**src/psrl_pkg.sv**
```systemverilog
// shared constants and types for the per-source request limiter
package psrl_pkg;

    localparam int TABLE_DEPTH = 16;
    localparam int IDX_W       = (TABLE_DEPTH > 1) ? $clog2(TABLE_DEPTH) : 1;
    localparam int USED_W      = $clog2(TABLE_DEPTH + 1);
    localparam int ADDR_W      = 32;
    localparam int COUNT_W     = 8;

    localparam logic [COUNT_W-1:0] COUNT_MAX   = 8'd255;
    localparam logic [COUNT_W-1:0] LIMIT_RESET = 8'd4;

    typedef enum logic [3:0] {
        ST_IDLE   = 4'b0001,
        ST_SEARCH = 4'b0010,
        ST_INSERT = 4'b0100,
        ST_DONE   = 4'b1000
    } state_t;

endpackage

```
**src/per_source_request_limiter_core.sv**
```systemverilog
// per-source request counter with oldest-first eviction and limit check
// a request is taken only in idle; the search state compares one slot per cycle, from
// slot 0 upward, until a match or the last filled slot; a new address then passes through
// the insert state, and the done state registers the result once the output is free
// no new request is taken until the result has been issued, so a waiting result stalls input
// reset (aresetn, synchronous): table empty, limit 4, no result pending, contents kept
module per_source_request_limiter_core (
    input  logic                                  aclk,
    input  logic                                  aresetn,
    input  logic                                  s_valid,
    output logic                                  s_ready,
    input  logic [psrl_pkg::ADDR_W-1:0]           s_source_address,
    output logic                                  m_valid,
    input  logic                                  m_ready,
    output logic [psrl_pkg::COUNT_W-1:0]          m_request_count,
    output logic                                  m_allowed,
    output logic                                  m_evicted_oldest,
    input  logic                                  cfg_valid,
    output logic                                  cfg_ready,
    input  logic [psrl_pkg::COUNT_W-1:0]          cfg_request_limit
);

    localparam int DEPTH = psrl_pkg::TABLE_DEPTH;
    localparam int IW    = psrl_pkg::IDX_W;
    localparam int UW    = psrl_pkg::USED_W;

    logic [psrl_pkg::ADDR_W-1:0]  addr_mem [DEPTH];
    logic [psrl_pkg::COUNT_W-1:0] cnt_mem  [DEPTH];

    psrl_pkg::state_t             state_reg, state_next;
    logic [UW-1:0]                used_reg, used_next;
    logic [IW-1:0]                head_reg, head_next;
    logic [IW-1:0]                idx_reg, idx_next;
    logic [psrl_pkg::ADDR_W-1:0]  key_reg, key_next;
    logic [psrl_pkg::COUNT_W-1:0] res_count_reg, res_count_next;
    logic                         res_evict_reg, res_evict_next;
    logic [psrl_pkg::COUNT_W-1:0] limit_reg;
    logic                         m_valid_reg, m_valid_next;
    logic [psrl_pkg::COUNT_W-1:0] m_count_reg, m_count_next;
    logic                         m_allowed_reg, m_allowed_next;
    logic                         m_evict_reg, m_evict_next;
    logic [psrl_pkg::ADDR_W-1:0]  rd_addr_reg;
    logic [psrl_pkg::COUNT_W-1:0] rd_cnt_reg;

    logic                         hit;
    logic                         last_slot;
    logic                         full;
    logic [IW-1:0]                ins_slot;
    logic [psrl_pkg::COUNT_W-1:0] cnt_inc;
    logic                         cnt_we, addr_we;
    logic [IW-1:0]                we_slot;
    logic [psrl_pkg::COUNT_W-1:0] cnt_wdata;
    logic                         out_free;

    assign s_ready   = (state_reg == psrl_pkg::ST_IDLE);
    assign cfg_ready = (state_reg == psrl_pkg::ST_IDLE);
    assign out_free  = !m_valid_reg || m_ready;

    // the shared comparator looks at one slot per cycle
    assign hit       = (rd_addr_reg == key_reg);
    assign last_slot = ((UW'(idx_reg) + UW'(1)) == used_reg);
    assign full      = (used_reg == UW'(DEPTH));
    assign ins_slot  = full ? head_reg : used_reg[IW-1:0];
    assign cnt_inc   = (rd_cnt_reg == psrl_pkg::COUNT_MAX) ? psrl_pkg::COUNT_MAX
                                                           : rd_cnt_reg + 8'd1;

    always_comb begin
        state_next     = state_reg;
        used_next      = used_reg;
        head_next      = head_reg;
        idx_next       = idx_reg;
        key_next       = key_reg;
        res_count_next = res_count_reg;
        res_evict_next = res_evict_reg;
        m_valid_next   = m_valid_reg;
        m_count_next   = m_count_reg;
        m_allowed_next = m_allowed_reg;
        m_evict_next   = m_evict_reg;
        cnt_we         = 1'b0;
        addr_we        = 1'b0;
        we_slot        = idx_reg;
        cnt_wdata      = cnt_inc;

        if (m_valid_reg && m_ready) begin
            m_valid_next = 1'b0;
        end

        unique case (state_reg)
            psrl_pkg::ST_IDLE: begin
                if (s_valid) begin
                    key_next = s_source_address;
                    idx_next = '0;
                    if (used_reg == '0) begin
                        state_next = psrl_pkg::ST_INSERT;
                    end else begin
                        state_next = psrl_pkg::ST_SEARCH;
                    end
                end
            end
            psrl_pkg::ST_SEARCH: begin
                if (hit) begin
                    cnt_we         = 1'b1;
                    res_count_next = cnt_inc;
                    res_evict_next = 1'b0;
                    state_next     = psrl_pkg::ST_DONE;
                end else if (last_slot) begin
                    state_next = psrl_pkg::ST_INSERT;
                end else begin
                    idx_next = idx_reg + IW'(1);
                end
            end
            psrl_pkg::ST_INSERT: begin
                // append at the next free slot; full table: overwrite the oldest slot and move the ring head on
                cnt_we         = 1'b1;
                addr_we        = 1'b1;
                we_slot        = ins_slot;
                cnt_wdata      = 8'd1;
                res_count_next = 8'd1;
                res_evict_next = full;
                if (full) begin
                    head_next = (head_reg == IW'(DEPTH - 1)) ? '0 : head_reg + IW'(1);
                end else begin
                    used_next = used_reg + UW'(1);
                end
                state_next = psrl_pkg::ST_DONE;
            end
            psrl_pkg::ST_DONE: begin
                if (out_free) begin
                    m_valid_next   = 1'b1;
                    m_count_next   = res_count_reg;
                    m_allowed_next = (res_count_reg < limit_reg);
                    m_evict_next   = res_evict_reg;
                    state_next     = psrl_pkg::ST_IDLE;
                end
            end
            default: begin
                state_next = psrl_pkg::ST_IDLE;
            end
        endcase
    end

    always_ff @(posedge aclk) begin
        if (!aresetn) begin
            state_reg   <= psrl_pkg::ST_IDLE;
            used_reg    <= '0;
            head_reg    <= '0;
            m_valid_reg <= 1'b0;
            limit_reg   <= psrl_pkg::LIMIT_RESET;
        end else begin
            state_reg   <= state_next;
            used_reg    <= used_next;
            head_reg    <= head_next;
            m_valid_reg <= m_valid_next;
            if (cfg_valid && cfg_ready) begin
                limit_reg <= cfg_request_limit;
            end
        end
    end

    always_ff @(posedge aclk) begin
        idx_reg       <= idx_next;
        key_reg       <= key_next;
        res_count_reg <= res_count_next;
        res_evict_reg <= res_evict_next;
        m_count_reg   <= m_count_next;
        m_allowed_reg <= m_allowed_next;
        m_evict_reg   <= m_evict_next;
    end

    // table storage, one slot written per cycle; the slot to compare next is read ahead
    always_ff @(posedge aclk) begin
        if (cnt_we) begin
            cnt_mem[we_slot] <= cnt_wdata;
        end
        if (addr_we) begin
            addr_mem[we_slot] <= key_reg;
        end
        rd_addr_reg <= addr_mem[idx_next];
        rd_cnt_reg  <= cnt_mem[idx_next];
    end

    assign m_valid          = m_valid_reg;
    assign m_request_count  = m_count_reg;
    assign m_allowed        = m_allowed_reg;
    assign m_evicted_oldest = m_evict_reg;

`ifndef SYNTHESIS
    a_evict_only_when_full: assert property (@(posedge aclk) disable iff (!aresetn)
        m_valid && m_evicted_oldest |-> used_reg == UW'(DEPTH))
        else $error("eviction reported with table not full");

    a_head_moves_only_when_full: assert property (@(posedge aclk) disable iff (!aresetn)
        head_reg != '0 |-> used_reg == UW'(DEPTH))
        else $error("ring head advanced before table filled");

    a_count_nonzero: assert property (@(posedge aclk) disable iff (!aresetn)
        m_valid |-> m_request_count != '0)
        else $error("result transfer with zero count");

    a_search_in_range: assert property (@(posedge aclk) disable iff (!aresetn)
        state_reg == psrl_pkg::ST_SEARCH |-> UW'(idx_reg) < used_reg)
        else $error("search index beyond filled slots");
`endif

endmodule

```
**config.mk**
```make
export PLATFORM = sky130hd
export DESIGN_NAME = per_source_request_limiter_core
export DESIGN_NICKNAME = d
export VERILOG_FILES = /design/src/psrl_pkg.sv /design/src/per_source_request_limiter_core.sv
export SDC_FILE = /design/constraint.sdc
export NUM_CORES = 1
export LEC_CHECK = 0
export BUFFER_PORTS_ARGS = -buffer_cell sky130_fd_sc_hd__buf_2
export CORE_ASPECT_RATIO = 1.1
export CORE_MARGIN = 2
export CORE_UTILIZATION = 59
export DETAILED_ROUTE_END_ITERATION = 8
export GPL_ROUTABILITY_DRIVEN = 0
export PLACE_DENSITY_LB_ADDON = 0.1
export SYNTH_ARGS = -nofsm -noshare
export SYNTH_HDL_FRONTEND = slang
export SYNTH_SLANG_ARGS = --single-unit
```
**constraint.sdc**
```tcl
create_clock -name aclk -period 4.37 [get_ports aclk]
set_input_delay 0.2185 -clock aclk [delete_from_list [all_inputs] [get_ports aclk]]
set_output_delay 0.2185 -clock aclk [all_outputs]
set_load 0.02 [all_outputs]
```
==> impl_metrics.ini <==
[outcome]
status = finished, final reports clean

[hold_path]
hp-class = primary input to flip-flop

[yosys]
synth_top_area_share_pct = 70.4
async_flop_share_pct = 0
yosysTopAreaCell = edfxtp_1
syn-instance-count = 1846
avgSynthCellArea_um2 = 16.0
yosysSeqAreaShare_pct = 74.9
yosys_warnings = 0
synth_area_leaders = edfxtp_1 70%, mux2i_1 6.5%, dfxtp_1 4.5%
ys_ff_latch = 757
mappedNetlistArea_um2 = 29500
synth_cell_types = 61
synth_common_cells = 691 x edfxtp_1, 191 x mux2i_1, 121 x nand2_1, 91 x o22ai_1, 74 x a21oi_1
synth_most_common_cell = edfxtp_1
synth_edf_count = 691
synthFlopType = edfxtp_1
synth_nets = 1903

[setup_path]
path_depth = 11
critPathKind = flip-flop to flip-flop
start_kind = flip-flop
slowest_delay_ns = 0.62
r2r-end = rd_addr_reg[7]
reg2reg_depth = 11
crit_required_ns = 4.85
cp_num_buf_inv = 2
slowest_stage = edfxtp_1
reg2reg_from = key_reg[20]
worstPathMaxFanout = 27
end_kind = flip-flop
cpLargestDelayFamily = simple AND/OR/NAND/NOR gates
r2r_slack_ns = 0.09
cp.arrival_ns = 4.76
crit_path_start = key_reg[20]
endpoint = rd_addr_reg[7]
worstPathCellList = xnor2_1 > nand4_1 > nor4_4 > a21oi_2 > mux2i_4 > nor2_4 > inv_8 > mux2_1 > a2111oi_1 > buf_4 > or4b_1

[final_layout]
ff_latch_area_um2 = 22100
nets = 2132
final_core_util_pct = 70.8
largest_reg_flops = 512
nFillCells = 3205
area_delta_synth_final_pct = 18.0
reg.largest.list = addr_mem x512, cnt_mem x128
multi_input_area_um2 = 6970
drive_gt1_share_pct = 17.6
antennaDiodeCount = 0
regMostFlops = addr_mem

[timing]
relSlewSlack_pct = 33.2
hold_ws_ns = 0.100
worst_pin_slew_ns = 0.997
min_period_ns = 4.28
setup_viol = 0
fmax_ghz = 0.234
finalCritPeriodShare_pct = 97.9
hold_viol = 0
clock_skew_ns = 0.0210
drv_slew = 0

[route]
drt_iter0_drc = 1784
wl_mm = 72.5
ant_nets = 0
viasPerCell = 6.29
firstDrtPassIters = 6
drc = 0
wire_per_inst_um = 26.0
num_vias = 17544

[global_routing]
grt_max_degree = 68
grt_first_pass_wirelength_mm = 108
grt_overflow = 0
first_global_vias = 17296
grtUsageTotal_pct = 28.5
antenna_found_initial = 0

[power]
p_per_area_nw_per_um2 = 442
power.total_mw = 15.4
p_leak_nw = 11.3
vdd_drop_max_mv = 0.358

[floorplan]
die_area_um2 = 51700
io_pins = 58
die_y_um = 238
core-area_um2 = 49100
rows = 85
die_w_um = 217
initial_core_util_pct = 60.0

[clock_tree]
clkLatencyLatePin_ns = 0.62
clkTransAtPathRegs_ns = 0.06
clkSinkCount = 757
cts_buffers = 75
clockBufferDepth = 3
cts_setup_buffers = 0
htreeDepth = 3
cts_tree = yes
clock-root-buffer = clkbuf_16

[place]
place_hpwl_mm = 41.5
port_buffers = 57

[flow_run]
drv_cap = 0
cell families (layout without fill, tap and decap cells):
| family | Yosys count | after routing | share of synthesized area, % |
|---|---|---|---|
| multiplexers | 205 | 205 | 7.04 |
| buffers and inverters | 127 | 419 | 2.07 |
| AO/OA/AOI/OAI | 346 | 346 | 7.77 |
| XOR/XNOR | 45 | 45 | 1.34 |
| AND/OR/NAND/NOR | 354 | 354 | 6.38 |
| flip-flops | 757 | 757 | 74.9 |
| adder cells (fa/ha/maj) | 12 | 12 | 0.510 |
worst min-delay path by stage:
stage | from | to | slack (ns) | cells after the start
finish | s_valid | state_reg[1] | 0.10 | 4
global route | s_valid | state_reg[1] | 0.11 | 4
CTS | s_valid | state_reg[1] | 0.08 | 4
detailed placement | s_source_address[17] | key_reg[17] | 0.40 | 1
global placement | s_source_address[31] | key_reg[31] | 0.39 | 1
floorplan | aresetn | state_reg[0] | 0.30 | 1
per-stage QoR:
step,setup slack [ns],instance area (µm²),TNS (ns),std cells
after global placement,0.195,31700,0,2599
after global routing,-0.0586,34800,-0.141,2790
final,0.0896,34800,0,2790
after CTS,0.0501,34800,0,2790
after floorplan,0.715,29500,0,1846
after detailed placement,0.0784,31700,0,2599
layout make-up:
class	count	share of cell area [%]
inverters	16	0.202
clock buffers	96	5.89
multi-input cells	962	20.1
well taps	652	2.35
repair buffers	263	6.54
clock inverters	44	1.49
flip-flops and latches	757	63.5
routing by layer:
layer	global-route usage (%)	part of all wire (%)
met1	38.9	40
met2	47.6	50
met3	4.30	7.4
met4	9.11	2.5
met5	0	0
power by group:
group / leakage [nW] / total [mW] / switching (mW) / internal, mW
registers: 6.78 / 8.14 / 0.0792 / 8.06
clock network: 1.24 / 6.63 / 2.70 / 3.93
logic: 3.29 / 0.600 / 0.383 / 0.217
tightest hold or removal path, cell delays in order:
cell	delay (ns)
buf_2	0.08
nand2_1	0.11
a2bb2oi_1	0.17
nor2b_1	0.10
timing repair:
action	in CTS	in global routing
hold endpoints to repair	42	0
resized for setup	0	2
setup endpoints to repair	0	6
hold buffers	51	0
placed cells by master, fill, tap and decap left out, drive strengths merged, types with 3 or more instances in the layout:
| cell type | Yosys | routed |
|---|---|---|
| edfxtp | 691 | 691 |
| buf | 64 | 212 |
| mux2i | 191 | 191 |
| nand2 | 121 | 121 |
| clkbuf | 47 | 96 |
| o22ai | 92 | 92 |
| a21oi | 75 | 75 |
| a211oi | 69 | 69 |
| dfxtp | 66 | 66 |
| nand3 | 59 | 59 |
| nor2 | 53 | 53 |
| dlygate4sd3 | 0 | 51 |
| xnor2 | 42 | 42 |
| o21ai | 42 | 42 |
| a2111oi | 40 | 40 |
| and3 | 31 | 31 |
| or4 | 27 | 27 |
| clkinv | 0 | 25 |
| inv | 16 | 19 |
| or4b | 15 | 15 |
| mux2 | 14 | 14 |
| nand4 | 13 | 13 |
| ha | 12 | 12 |
| a21boi | 10 | 10 |
| bufinv | 0 | 10 |
| and2 | 9 | 9 |
| nor2b | 8 | 8 |
| a21o | 7 | 7 |
| clkinvlp | 0 | 6 |
| nor4b | 5 | 5 |
| xor2 | 3 | 3 |
| o32ai | 3 | 3 |
No activity file was read; power rests on OpenSTA's default activity.
